$ cat src/hw/rtl/edu_pkg.sv
// Shared constants for the eikonal distance update pipeline.
// No dependencies; used by edu_front, edu_sqrt and the top level.
package edu_pkg;

  // Square-root lanes: one for the two-neighbor radicand, one for the three-neighbor radicand
  localparam int unsigned LANES      = 2;
  localparam int unsigned LANE_TWO   = 0;
  localparam int unsigned LANE_THREE = 1;

  // Integer parts of the radicand constants (2.0 and 3.0)
  localparam int unsigned RAD2_UNITS = 2;
  localparam int unsigned RAD3_UNITS = 3;

endpackage

$ cat src/hw/rtl/edu_front.sv
// Front stages: sort neighbors, form clamped differences and squares, build radicands.
// Depends on edu_pkg.
module edu_front #(
  parameter int FRAC_BITS  = 10,
  parameter int DIST_WIDTH = 21
) (
  input  logic                                            clk_i,
  input  logic                                            rst_ni,
  input  logic                                            valid_i,
  output logic                                            stall_o,
  input  logic signed [DIST_WIDTH-1:0]                    dist_a_i,
  input  logic signed [DIST_WIDTH-1:0]                    dist_b_i,
  input  logic signed [DIST_WIDTH-1:0]                    dist_c_i,
  input  logic signed [DIST_WIDTH-1:0]                    cur_i,
  input  logic                                            fluid_i,
  output logic                                            valid_o,
  input  logic                                            stall_i,
  output logic signed [DIST_WIDTH-1:0]                    lo_o,
  output logic signed [DIST_WIDTH-1:0]                    hi_o,
  output logic signed [DIST_WIDTH-1:0]                    cur_o,
  output logic                                            fluid_o,
  output logic                                            two_o,
  output logic [FRAC_BITS+1:0]                            ab_o,
  output logic [FRAC_BITS+1:0]                            ac_o,
  output logic [edu_pkg::LANES-1:0][2*FRAC_BITS+1:0]      rad_o
);

  localparam int W     = DIST_WIDTH;
  localparam int F     = FRAC_BITS;
  localparam int DW    = F + 2;
  localparam int DFW   = (W + 1 > DW + 1) ? W + 1 : DW + 1;
  localparam int SQW   = 2 * DW;
  localparam int RW    = 2 * DW + 2;
  localparam int RADW  = 2 * F + 2;
  localparam int CLAMP = 1 << (F + 1);
  localparam int ONE   = 1 << F;

  // Differences beyond two units never reach a square root that is used
  function automatic logic [DW-1:0] clamp_diff(input logic signed [DFW-1:0] x);
    clamp_diff = (x > DFW'(CLAMP)) ? DW'(CLAMP) : x[DW-1:0];
  endfunction

  logic st1, st2, st3;

  // stage 1: sort
  logic                 v1_q;
  logic signed [W-1:0]  lo1_q, md1_q, hi1_q, cur1_q;
  logic                 fl1_q;
  logic signed [W-1:0]  pqlo, pqhi, mid_t, lo_d, md_d, hi_d;

  always_comb begin
    pqlo  = (dist_a_i < dist_b_i) ? dist_a_i : dist_b_i;
    pqhi  = (dist_a_i < dist_b_i) ? dist_b_i : dist_a_i;
    lo_d  = (dist_c_i < pqlo) ? dist_c_i : pqlo;
    hi_d  = (dist_c_i > pqhi) ? dist_c_i : pqhi;
    mid_t = (dist_c_i < pqhi) ? dist_c_i : pqhi;
    md_d  = (mid_t > pqlo) ? mid_t : pqlo;
  end

  always_ff @(posedge clk_i or negedge rst_ni) begin
    if (!rst_ni) begin
      v1_q <= 1'b0;
    end else if (!st1) begin
      v1_q <= valid_i;
    end
  end

  always_ff @(posedge clk_i) begin
    if (!st1) begin
      lo1_q  <= lo_d;
      md1_q  <= md_d;
      hi1_q  <= hi_d;
      cur1_q <= cur_i;
      fl1_q  <= fluid_i;
    end
  end

  // stage 2: differences, squares, one-neighbor test
  logic                 v2_q;
  logic signed [W-1:0]  lo2_q, hi2_q, cur2_q;
  logic                 fl2_q, two2_q;
  logic [DW-1:0]        ab2_q, ac2_q;
  logic [SQW-1:0]       sqab2_q, sqac2_q, sqbc2_q;
  logic signed [DFW-1:0] lo_x, md_x, hi_x;
  logic [DW-1:0]        ab_c, ac_c, bc_c;
  logic                 two_d;

  always_comb begin
    lo_x  = DFW'(lo1_q);
    md_x  = DFW'(md1_q);
    hi_x  = DFW'(hi1_q);
    ab_c  = clamp_diff(md_x - lo_x);
    ac_c  = clamp_diff(hi_x - lo_x);
    bc_c  = clamp_diff(hi_x - md_x);
    two_d = (lo_x + DFW'(ONE)) > md_x;
  end

  always_ff @(posedge clk_i or negedge rst_ni) begin
    if (!rst_ni) begin
      v2_q <= 1'b0;
    end else if (!st2) begin
      v2_q <= v1_q;
    end
  end

  always_ff @(posedge clk_i) begin
    if (!st2) begin
      lo2_q   <= lo1_q;
      hi2_q   <= hi1_q;
      cur2_q  <= cur1_q;
      fl2_q   <= fl1_q;
      two2_q  <= two_d;
      ab2_q   <= ab_c;
      ac2_q   <= ac_c;
      sqab2_q <= SQW'(ab_c) * SQW'(ab_c);
      sqac2_q <= SQW'(ac_c) * SQW'(ac_c);
      sqbc2_q <= SQW'(bc_c) * SQW'(bc_c);
    end
  end

  // stage 3: radicands, clamped at zero
  logic                 v3_q;
  logic signed [W-1:0]  lo3_q, hi3_q, cur3_q;
  logic                 fl3_q, two3_q;
  logic [DW-1:0]        ab3_q, ac3_q;
  logic [edu_pkg::LANES-1:0][RADW-1:0] rad3_q;
  logic [RW-1:0]        r2, r3;

  always_comb begin
    r2 = (RW'(edu_pkg::RAD2_UNITS) << (2 * F)) - RW'(sqab2_q);
    r3 = (RW'(edu_pkg::RAD3_UNITS) << (2 * F))
         - (RW'(sqab2_q) + RW'(sqac2_q) + RW'(sqbc2_q));
  end

  always_ff @(posedge clk_i or negedge rst_ni) begin
    if (!rst_ni) begin
      v3_q <= 1'b0;
    end else if (!st3) begin
      v3_q <= v2_q;
    end
  end

  always_ff @(posedge clk_i) begin
    if (!st3) begin
      lo3_q  <= lo2_q;
      hi3_q  <= hi2_q;
      cur3_q <= cur2_q;
      fl3_q  <= fl2_q;
      two3_q <= two2_q;
      ab3_q  <= ab2_q;
      ac3_q  <= ac2_q;
      rad3_q[edu_pkg::LANE_TWO]   <= r2[RW-1] ? '0 : r2[RADW-1:0];
      rad3_q[edu_pkg::LANE_THREE] <= r3[RW-1] ? '0 : r3[RADW-1:0];
    end
  end

  assign st3     = v3_q & stall_i;
  assign st2     = v2_q & st3;
  assign st1     = v1_q & st2;
  assign stall_o = st1;

  assign valid_o = v3_q;
  assign lo_o    = lo3_q;
  assign hi_o    = hi3_q;
  assign cur_o   = cur3_q;
  assign fluid_o = fl3_q;
  assign two_o   = two3_q;
  assign ab_o    = ab3_q;
  assign ac_o    = ac3_q;
  assign rad_o   = rad3_q;

endmodule

$ cat src/hw/rtl/edu_sqrt.sv
// Pipelined floor square root, one root bit per stage, several lanes in step.
// Depends on edu_pkg; carries an opaque sideband word alongside.
module edu_sqrt #(
  parameter int ROOT_BITS  = 11,
  parameter int SIDE_WIDTH = 1
) (
  input  logic                                          clk_i,
  input  logic                                          rst_ni,
  input  logic                                          valid_i,
  output logic                                          stall_o,
  input  logic [edu_pkg::LANES-1:0][2*ROOT_BITS-1:0]    rad_i,
  input  logic [SIDE_WIDTH-1:0]                         side_i,
  output logic                                          valid_o,
  input  logic                                          stall_i,
  output logic [edu_pkg::LANES-1:0][ROOT_BITS-1:0]      root_o,
  output logic [SIDE_WIDTH-1:0]                         side_o
);

  localparam int N     = ROOT_BITS;
  localparam int RMW   = 2 * N + 1;
  localparam int LN    = edu_pkg::LANES;

  logic [N:0]                     stl;
  logic                           v_q    [N];
  logic [LN-1:0][RMW-1:0]         rem_q  [N];
  logic [LN-1:0][N-1:0]           root_q [N];
  logic [SIDE_WIDTH-1:0]          side_q [N];

  assign stl[N] = stall_i;

  for (genvar j = 0; j < N; j++) begin : g_stage
    localparam int B = N - 1 - j;
    logic                   vin;
    logic [SIDE_WIDTH-1:0]  sin;
    logic [LN-1:0][RMW-1:0] rin, rnx, trial;
    logic [LN-1:0][N-1:0]   qin, qnx;
    logic [LN-1:0]          take;

    if (j == 0) begin : g_first
      assign vin = valid_i;
      assign sin = side_i;
      for (genvar l = 0; l < LN; l++) begin : g_lane
        assign rin[l] = RMW'(rad_i[l]);
        assign qin[l] = '0;
      end
    end else begin : g_next
      assign vin = v_q[j-1];
      assign sin = side_q[j-1];
      assign rin = rem_q[j-1];
      assign qin = root_q[j-1];
    end

    // try setting root bit B
    always_comb begin
      for (int l = 0; l < LN; l++) begin
        trial[l] = (RMW'(qin[l]) << (B + 1)) + (RMW'(1) << (2 * B));
        take[l]  = rin[l] >= trial[l];
        rnx[l]   = take[l] ? (rin[l] - trial[l]) : rin[l];
        qnx[l]   = take[l] ? (qin[l] | (N'(1) << B)) : qin[l];
      end
    end

    assign stl[j] = v_q[j] & stl[j+1];

    always_ff @(posedge clk_i or negedge rst_ni) begin
      if (!rst_ni) begin
        v_q[j] <= 1'b0;
      end else if (!stl[j]) begin
        v_q[j] <= vin;
      end
    end

    always_ff @(posedge clk_i) begin
      if (!stl[j]) begin
        rem_q[j]  <= rnx;
        root_q[j] <= qnx;
        side_q[j] <= sin;
      end
    end
  end

  assign stall_o = stl[0];
  assign valid_o = v_q[N-1];
  assign root_o  = root_q[N-1];
  assign side_o  = side_q[N-1];

endmodule

$ cat src/hw/rtl/edu_back.sv
// Back stages: two- and three-neighbor candidates, floor division by three, final minimum.
// No package dependencies; fed by edu_sqrt.
module edu_back #(
  parameter int FRAC_BITS  = 10,
  parameter int DIST_WIDTH = 21
) (
  input  logic                         clk_i,
  input  logic                         rst_ni,
  input  logic                         valid_i,
  output logic                         stall_o,
  input  logic signed [DIST_WIDTH-1:0] lo_i,
  input  logic signed [DIST_WIDTH-1:0] hi_i,
  input  logic signed [DIST_WIDTH-1:0] cur_i,
  input  logic                         fluid_i,
  input  logic                         two_i,
  input  logic [FRAC_BITS+1:0]         ab_i,
  input  logic [FRAC_BITS+1:0]         ac_i,
  input  logic [FRAC_BITS:0]           s2_i,
  input  logic [FRAC_BITS:0]           s3_i,
  output logic                         valid_o,
  input  logic                         stall_i,
  output logic [DIST_WIDTH-1:0]        new_dist_o
);

  localparam int W    = DIST_WIDTH;
  localparam int F    = FRAC_BITS;
  localparam int DW   = F + 2;
  localparam int RB   = DW + 2;
  localparam int EW   = ((W > DW) ? W : DW) + 2;
  localparam int K    = RB + 2;
  localparam int PW   = RB + K;
  localparam int DIV  = 3;
  localparam int MULT = (2 ** K) / DIV;
  localparam int ONE  = 1 << F;

  logic stA, stB, stC, stD;

  // stage A: half of two-neighbor offset, three-neighbor offset sum
  logic                vA_q;
  logic signed [W-1:0] loA_q, hiA_q, curA_q;
  logic                flA_q, twoA_q;
  logic [DW-1:0]       h2A_q;
  logic [RB-1:0]       rA_q;
  logic [DW:0]         h2_sum;

  assign h2_sum = (DW+1)'(ab_i) + (DW+1)'(s2_i);

  always_ff @(posedge clk_i or negedge rst_ni) begin
    if (!rst_ni) begin
      vA_q <= 1'b0;
    end else if (!stA) begin
      vA_q <= valid_i;
    end
  end

  always_ff @(posedge clk_i) begin
    if (!stA) begin
      loA_q  <= lo_i;
      hiA_q  <= hi_i;
      curA_q <= cur_i;
      flA_q  <= fluid_i;
      twoA_q <= two_i;
      h2A_q  <= h2_sum[DW:1];
      rA_q   <= RB'(ab_i) + RB'(ac_i) + RB'(s3_i);
    end
  end

  // stage B: two-neighbor result, its test against hi, reciprocal multiply
  logic                 vB_q;
  logic signed [W-1:0]  loB_q, curB_q;
  logic                 flB_q, twoB_q, threeB_q;
  logic signed [EW-1:0] d2B_q, d2;
  logic [RB-1:0]        rB_q, q0B_q;
  logic [PW-1:0]        prod;

  assign d2   = EW'(loA_q) + $signed(EW'(h2A_q));
  assign prod = PW'(rA_q) * PW'(MULT);

  always_ff @(posedge clk_i or negedge rst_ni) begin
    if (!rst_ni) begin
      vB_q <= 1'b0;
    end else if (!stB) begin
      vB_q <= vA_q;
    end
  end

  always_ff @(posedge clk_i) begin
    if (!stB) begin
      loB_q    <= loA_q;
      curB_q   <= curA_q;
      flB_q    <= flA_q;
      twoB_q   <= twoA_q;
      threeB_q <= twoA_q & (d2 > EW'(hiA_q));
      d2B_q    <= d2;
      rB_q     <= rA_q;
      q0B_q    <= prod[PW-1:K];
    end
  end

  // stage C: correct the quotient estimate by at most one
  logic                 vC_q;
  logic signed [W-1:0]  loC_q, curC_q;
  logic                 flC_q, twoC_q, threeC_q;
  logic signed [EW-1:0] d2C_q;
  logic [RB-1:0]        q3C_q;
  logic [RB+1:0]        rem;

  assign rem = (RB+2)'(rB_q) - ((RB+2)'(q0B_q) + ((RB+2)'(q0B_q) << 1));

  always_ff @(posedge clk_i or negedge rst_ni) begin
    if (!rst_ni) begin
      vC_q <= 1'b0;
    end else if (!stC) begin
      vC_q <= vB_q;
    end
  end

  always_ff @(posedge clk_i) begin
    if (!stC) begin
      loC_q    <= loB_q;
      curC_q   <= curB_q;
      flC_q    <= flB_q;
      twoC_q   <= twoB_q;
      threeC_q <= threeB_q;
      d2C_q    <= d2B_q;
      q3C_q    <= q0B_q + RB'(rem >= (RB+2)'(DIV));
    end
  end

  // stage D: pick candidate, take minimum with current (fluid cells keep current), output register
  logic                 vD_q;
  logic [W-1:0]         new_dist_q;
  logic signed [EW-1:0] d1, d3, cand, res;

  always_comb begin
    d1   = EW'(loC_q) + EW'(ONE);
    d3   = EW'(loC_q) + $signed(EW'(q3C_q));
    cand = threeC_q ? d3 : (twoC_q ? d2C_q : d1);
    res  = (!flC_q && (cand < EW'(curC_q))) ? cand : EW'(curC_q);
  end

  always_ff @(posedge clk_i or negedge rst_ni) begin
    if (!rst_ni) begin
      vD_q <= 1'b0;
    end else if (!stD) begin
      vD_q <= vC_q;
    end
  end

  always_ff @(posedge clk_i) begin
    if (!stD) begin
      new_dist_q <= res[W-1:0];
    end
  end

  assign stD     = vD_q & stall_i;
  assign stC     = vC_q & stD;
  assign stB     = vB_q & stC;
  assign stA     = vA_q & stB;
  assign stall_o = stA;

  assign valid_o    = vD_q;
  assign new_dist_o = new_dist_q;

endmodule

$ cat src/hw/rtl/eikonal_distance_update.sv
// Top level of the 3D fast sweeping eikonal cell update.
// Depends on edu_pkg, edu_front, edu_sqrt and edu_back.
//
// Usage:
//   Input channel: dist_a_i, dist_b_i, dist_c_i, current_dist_i, is_fluid_i with
//   valid_i / stall_o. A word is taken at a clock edge with valid_i high and
//   stall_o low. Output channel: new_dist_o with valid_o / stall_i, one result
//   word per input word, in order.
//   Pipeline: three front stages, one square-root stage per root bit (FRAC_BITS + 1,
//   both radicands side by side), four back stages ending in the output
//   register.
//   Throughput: one word per cycle while the output is not stalled.
//   Every stage carries its own valid bit and holds while it is full and the
//   stage after it is stalled, so bubbles are squeezed out and stall_o rises only
//   once the whole pipeline is full behind a stalled output.
//   Reset clears all valid bits; the pipeline comes up empty.
module eikonal_distance_update #(
  parameter int FRAC_BITS  = 10,
  parameter int DIST_WIDTH = 21
) (
  input  logic                         clk_i,
  input  logic                         rst_ni,
  input  logic                         valid_i,
  output logic                         stall_o,
  input  logic signed [DIST_WIDTH-1:0] dist_a_i,
  input  logic signed [DIST_WIDTH-1:0] dist_b_i,
  input  logic signed [DIST_WIDTH-1:0] dist_c_i,
  input  logic signed [DIST_WIDTH-1:0] current_dist_i,
  input  logic                         is_fluid_i,
  output logic                         valid_o,
  input  logic                         stall_i,
  output logic signed [DIST_WIDTH-1:0] new_dist_o
);

  localparam int W    = DIST_WIDTH;
  localparam int F    = FRAC_BITS;
  localparam int DW   = F + 2;
  localparam int N    = F + 1;
  localparam int RADW = 2 * N;
  localparam int SW   = 3 * W + 2 + 2 * DW;
  localparam int LN   = edu_pkg::LANES;

  logic                     f_valid, f_stall;
  logic signed [W-1:0]      f_lo, f_hi, f_cur;
  logic                     f_fluid, f_two;
  logic [DW-1:0]            f_ab, f_ac;
  logic [LN-1:0][RADW-1:0]  f_rad;

  logic                     s_valid, s_stall;
  logic [SW-1:0]            s_side_in, s_side_out;
  logic [LN-1:0][N-1:0]     s_root;

  logic signed [W-1:0]      b_lo, b_hi, b_cur;
  logic                     b_fluid, b_two;
  logic [DW-1:0]            b_ab, b_ac;
  logic [W-1:0]             new_dist;

  edu_front #(
    .FRAC_BITS  (F),
    .DIST_WIDTH (W)
  ) u_front (
    .clk_i    (clk_i),
    .rst_ni   (rst_ni),
    .valid_i  (valid_i),
    .stall_o  (stall_o),
    .dist_a_i (dist_a_i),
    .dist_b_i (dist_b_i),
    .dist_c_i (dist_c_i),
    .cur_i    (current_dist_i),
    .fluid_i  (is_fluid_i),
    .valid_o  (f_valid),
    .stall_i  (f_stall),
    .lo_o     (f_lo),
    .hi_o     (f_hi),
    .cur_o    (f_cur),
    .fluid_o  (f_fluid),
    .two_o    (f_two),
    .ab_o     (f_ab),
    .ac_o     (f_ac),
    .rad_o    (f_rad)
  );

  assign s_side_in = {f_lo, f_hi, f_cur, f_fluid, f_two, f_ab, f_ac};

  edu_sqrt #(
    .ROOT_BITS  (N),
    .SIDE_WIDTH (SW)
  ) u_sqrt (
    .clk_i   (clk_i),
    .rst_ni  (rst_ni),
    .valid_i (f_valid),
    .stall_o (f_stall),
    .rad_i   (f_rad),
    .side_i  (s_side_in),
    .valid_o (s_valid),
    .stall_i (s_stall),
    .root_o  (s_root),
    .side_o  (s_side_out)
  );

  assign {b_lo, b_hi, b_cur, b_fluid, b_two, b_ab, b_ac} = s_side_out;

  edu_back #(
    .FRAC_BITS  (F),
    .DIST_WIDTH (W)
  ) u_back (
    .clk_i      (clk_i),
    .rst_ni     (rst_ni),
    .valid_i    (s_valid),
    .stall_o    (s_stall),
    .lo_i       (b_lo),
    .hi_i       (b_hi),
    .cur_i      (b_cur),
    .fluid_i    (b_fluid),
    .two_i      (b_two),
    .ab_i       (b_ab),
    .ac_i       (b_ac),
    .s2_i       (s_root[edu_pkg::LANE_TWO]),
    .s3_i       (s_root[edu_pkg::LANE_THREE]),
    .valid_o    (valid_o),
    .stall_i    (stall_i),
    .new_dist_o (new_dist)
  );

  assign new_dist_o = $signed(new_dist);

endmodule
$ cat config.mk
export PLATFORM = sky130hd
export DESIGN_NAME = eikonal_distance_update
export DESIGN_NICKNAME = d
export VERILOG_FILES = /design/src/hw/rtl/edu_pkg.sv /design/src/hw/rtl/edu_front.sv /design/src/hw/rtl/edu_sqrt.sv /design/src/hw/rtl/edu_back.sv /design/src/hw/rtl/eikonal_distance_update.sv
export SDC_FILE = /design/constraint.sdc
export NUM_CORES = 2
export LEC_CHECK = 0
export ABC_AREA = 0
export BUFFER_PORTS_ARGS = -buffer_cell sky130_fd_sc_hd__buf_4
export CORE_ASPECT_RATIO = 0.5
export CORE_UTILIZATION = 40
export CTS_CLUSTER_SIZE = 25
export DETAILED_ROUTE_END_ITERATION = 8
export GPL_TIMING_DRIVEN = 0
export PLACE_DENSITY = 0.51
export SLEW_MARGIN = 30
export SYNTH_ARGS = -nofsm -noshare
export SYNTH_HDL_FRONTEND = slang
export SYNTH_SLANG_ARGS = --single-unit
$ cat constraint.sdc
create_clock -name clk_i -period 18.15 [get_ports clk_i]
set_input_delay 0.9075 -clock clk_i [delete_from_list [all_inputs] [get_ports clk_i]]
set_output_delay 0.9075 -clock clk_i [all_outputs]
set_load 0.05 [all_outputs]
==> report_table.html <==
<table>
<tr><th>Metric</th><th>Value</th></tr>
<tr><th colspan="2">Outcome</th></tr>
<tr><td>Run status</td><td>complete, no violations</td></tr>
<tr><th colspan="2">Min path</th></tr>
<tr><td>Class of the worst hold path</td><td>input port to flop</td></tr>
<tr><th colspan="2">Clock network</th></tr>
<tr><td>Clock-pin slew on the worst setup and hold paths</td><td>0.06 ns</td></tr>
<tr><td>Number of buffers inserted during clock tree synthesis</td><td>208</td></tr>
<tr><td>Post-cts gate resize count</td><td>0</td></tr>
<tr><td>CTS Sinks</td><td>2,239</td></tr>
<tr><td>TritonCTS clock tree</td><td>done</td></tr>
<tr><td>Max Root-Sink Buffers</td><td>4</td></tr>
<tr><td>Clock latency at the later pin of the worst-skew pair</td><td>0.86 ns</td></tr>
<tr><td>Clock root buffer master</td><td>sky130_fd_sc_hd__clkbuf_16</td></tr>
<tr><td>Post-CTS setup buffer count</td><td>0</td></tr>
<tr><td>H-tree levels</td><td>4</td></tr>
<tr><th colspan="2">Placement</th></tr>
<tr><td>DP HPWL</td><td>174,600 microns</td></tr>
<tr><td>Setup slack after placement</td><td>7.117 ns</td></tr>
<tr><td>Weighted congestion reported at the end of routability-driven placement</td><td>0.8906</td></tr>
<tr><td>Count of buffers inserted at the top-level ports</td><td>111</td></tr>
<tr><th colspan="2">Timing</th></tr>
<tr><td>Final period demand of the worst path</td><td>10.53 ns</td></tr>
<tr><td>Hold violation count in the final report</td><td>0</td></tr>
<tr><td>Total count of max-transition violations in the final report</td><td>0</td></tr>
<tr><td>Slew at the pin closest to its max-slew limit</td><td>0.9943 ns</td></tr>
<tr><td>Worst relative slew slack</td><td>31.82%</td></tr>
<tr><td>Max frequency</td><td>0.09498 GHz</td></tr>
<tr><td>Post-route clock period utilization</td><td>58.01%</td></tr>
<tr><td>Summed negative setup slack over all endpoints</td><td>0 ns</td></tr>
<tr><td>Unrepaired setup endpoints after global routing</td><td>false</td></tr>
<tr><td># setup viols final</td><td>0</td></tr>
<tr><td>Worst clock skew on the final layout</td><td>0.08483 ns</td></tr>
<tr><td>Final setup margin</td><td>7.621 ns</td></tr>
<tr><th colspan="2">Finish</th></tr>
<tr><td>Total of fill cells in the finished design</td><td>23,550</td></tr>
<tr><td>Net count, final</td><td>9,121</td></tr>
<tr><td>Footprint of the flip-flops and latches</td><td>67,140 sq um</td></tr>
<tr><td>Share of layout cells above drive strength 1</td><td>8.017%</td></tr>
<tr><td>Area of combinational cells with multiple inputs</td><td>35,870 sq um</td></tr>
<tr><td>Area growth from synthesis to final layout</td><td>12.16%</td></tr>
<tr><td>Final core occ</td><td>45.30%</td></tr>
<tr><th colspan="2">Yosys</th></tr>
<tr><td>Post-synthesis register bit count</td><td>2,239</td></tr>
<tr><td>Share of synthesized registers carrying an async set or reset</td><td>0.8039%</td></tr>
<tr><td>Dominant synthesized flop cell</td><td>sky130_fd_sc_hd__edfxtp_1</td></tr>
<tr><td>Cell area after synthesis</td><td>106,600 sq um</td></tr>
<tr><td>Warning count from the yosys run</td><td>0</td></tr>
<tr><td>Mean cell area of the mapped netlist</td><td>14.03 sq um</td></tr>
<tr><td>Mapped Cells</td><td>7,601</td></tr>
<tr><td>Yosys cell types</td><td>105</td></tr>
<tr><td>Share of the yosys chip area belonging to registers</td><td>62.98%</td></tr>
<tr><td>Number of enable flip-flop cells after synthesis</td><td>2,221</td></tr>
<tr><th colspan="2">Critical path</th></tr>
<tr><td>Max Fanout on Critical Path</td><td>10</td></tr>
<tr><td>Worst Path Arrival</td><td>11.07 ns</td></tr>
<tr><td>Slowest cell delay on critical path</td><td>0.66 ns</td></tr>
<tr><td>Crit Path Category</td><td>flop to flop</td></tr>
<tr><td>CP startpoint kind</td><td>flop</td></tr>
<tr><td>Top cell by count, worst path</td><td>sky130_fd_sc_hd__fa_1</td></tr>
<tr><td>Cell with the biggest individual delay on the critical path</td><td>sky130_fd_sc_hd__nor2_1</td></tr>
<tr><td>Worst Setup End Kind</td><td>flop</td></tr>
<tr><td>Critical path required time</td><td>18.69 ns</td></tr>
<tr><th colspan="2">Floorplanning</th></tr>
<tr><td>Horiz. Die Dim</td><td>732.1 microns</td></tr>
<tr><td>Area of the core</td><td>263,900 sq um</td></tr>
<tr><td>Number of primary I/O pins</td><td>112</td></tr>
<tr><td>Cell Rows</td><td>133</td></tr>
<tr><td>Starting density of the core</td><td>40.39%</td></tr>
<tr><td>Vertical die dimension</td><td>367.0 microns</td></tr>
<tr><td>Full die area</td><td>268,700 sq um</td></tr>
<tr><th colspan="2">Detailed routing</th></tr>
<tr><td>Number of DRC markers in iteration 0</td><td>3,439</td></tr>
<tr><td>Wirelength per Cell</td><td>19.39 microns</td></tr>
<tr><td>Remaining DRCs</td><td>0</td></tr>
<tr><td>Vias post-DR</td><td>56,340</td></tr>
<tr><td>Total wirelength of the detailed-routed design</td><td>225,700 microns</td></tr>
<tr><td>Number of optimization iterations in the first detailed-route pass</td><td>6</td></tr>
<tr><td>Antenna Violating Nets Remaining</td><td>0</td></tr>
<tr><td>Average via count per standard cell</td><td>4.838</td></tr>
<tr><th colspan="2">GRT</th></tr>
<tr><td>Number of global-route vias before repair</td><td>57,460</td></tr>
<tr><td>Pin count of the biggest net entering global routing</td><td>90</td></tr>
<tr><td>Total global routing overflow</td><td>0</td></tr>
<tr><td>Global-route usage over all layers</td><td>16.76%</td></tr>
<tr><td>First-pass GRT wire length</td><td>345,600 microns</td></tr>
<tr><td>Antenna violations before repair</td><td>20</td></tr>
<tr><th colspan="2">Flow run</th></tr>
<tr><td>Max-cap violations</td><td>0</td></tr>
</table>
-- state kept, by name, summed over array words and instances (netlist names), 22 cells and up --
register         cells
u_sqrt.side_q      979
u_sqrt.rem_q       450
u_sqrt.root_q      132
u_front.rad_o       43
u_front.sqab2_q     23
u_front.sqac2_q     23
u_front.sqbc2_q     23
u_back.d2B_q        22
u_back.d2C_q        22
-- worst max-delay path: cells and delay by family, from the launching register on --
kind            cells  cell delay, ns
xor+xnor            1            0.12
buf+inv             6            0.71
compound gates     13            2.98
fa+ha+maj           8            3.73
simple gates        6            2.10
flops               1            0.61
-- per-layer routing --
metal  wire (microns)  vias up  track usage [%]
met1           108900    26920            23.75
met5                0        -                0
li1                 -    28240                -
met4             7532        0            5.162
met2           101400      861            27.04
met3             7934      316            2.131
-- cell usage after synthesis, drive strengths merged (10+ instances only) --
| master | count | area [sq um] |
|---|---|---|
| edfxtp | 2221 | 66690 |
| o2111ai | 12 | 105.1 |
| a2111oi | 11 | 121.4 |
| or2 | 44 | 277.8 |
| o21a | 89 | 669.4 |
| and3 | 35 | 219.0 |
| a21o | 130 | 975.9 |
| mux2i | 60 | 600.6 |
| nand3 | 76 | 380.4 |
| a31oi | 23 | 143.9 |
| o211ai | 12 | 90.09 |
| nand4 | 67 | 419.2 |
| mux2 | 54 | 608.1 |
| nor3 | 160 | 833.3 |
| nor2 | 511 | 1956 |
| inv | 883 | 3314 |
| o41ai | 10 | 95.10 |
| or3 | 58 | 387.9 |
| or4 | 10 | 75.07 |
| xnor2 | 255 | 2233 |
| and2 | 30 | 187.7 |
| o21bai | 33 | 247.7 |
| nand2 | 358 | 1344 |
| o31a | 13 | 113.9 |
| a211oi | 33 | 265.3 |
| clkbuf | 77 | 290.3 |
| a21boi | 40 | 300.3 |
| o31ai | 28 | 224.0 |
| nor3b | 18 | 135.1 |
| fa | 295 | 5906 |
| a211o | 12 | 105.1 |
| buf | 23 | 133.9 |
| a21oi | 334 | 1683 |
| o21ai | 260 | 1305 |
| nor2b | 86 | 545.5 |
| nand4b | 11 | 96.34 |
| xor2 | 160 | 1424 |
| ha | 762 | 9534 |
| nand2b | 93 | 581.8 |
| o22ai | 22 | 137.6 |
| nand3b | 10 | 75.07 |
| dfrtp | 18 | 450.4 |
| nor4 | 71 | 444.2 |
-- logic make-up after synthesis --
kind of cell	synth area share (%)
buffers and inverters	3.514
DFF	62.98
AOI/OAI and AO/OA	6.767
other	0.007045
xor gates and xnor gates	3.452
muxes	1.134
and+or+nand+nor	7.659
adders and majority gates	14.48
-- stage by stage --
stage                     instance area [sq um]  hold WS, ns  std cells
after floorplan                          106600       0.4003       7603
after global placement                   111800       0.4022      11220
after detailed placement                 113000       0.4045      11270
after CTS                                119500       0.1420      11640
after global routing                     119600       0.1688      11640
final                                    119600       0.2308      11640
-- cell type report --
type / instances / share of cell area, %
antenna: 1 / 0.002093
clock buffer: 247 / 4.492
multi-input combinational: 4379 / 30.00
tap: 3510 / 3.673
sequential: 2239 / 56.16
timing repair buffer: 162 / 1.504
inverter: 885 / 2.814
buffer: 100 / 0.3548
clock inverter: 121 / 0.9994
-- repair_timing --
item                                   in CTS  in global routing
hold buffers                                1                  0
endpoints found under the hold margin      18                  0
setup endpoints to repair                   0                  0
-- cell usage in the layout, fill, tap and decap left out, drive strengths merged, types with 255 or more instances in the layout --
cell	count
a21oi	334
clkbuf	324
edfxtp	2221
fa	295
ha	762
inv	893
nand2	358
nor2	511
o21ai	260
xnor2	255
-- final timing paths --
check | from | to | slack [ns] | depth (start not counted)
max | u_front.hi1_q[0] | u_front.sqac2_q[23] | 7.62 | 34
min | current_dist_i[10] | u_front.cur1_q[10] | 0.23 | 1
max reg2reg | u_front.hi1_q[0] | u_front.sqac2_q[23] | 7.62 | 34
min reg2reg | u_front.rad_o[36] | u_sqrt.rem_q[0][37] | 0.38 | 0
max in group asynchronous | rst_ni | u_sqrt.g_stage[7].vin | 17.25 | 2
min in group asynchronous | rst_ni | u_back.valid_o | 0.52 | 2
Power is left out: the tool's default activity adds up to more than one toggle a clock period on the data nets, which glitch-free logic cannot reach.
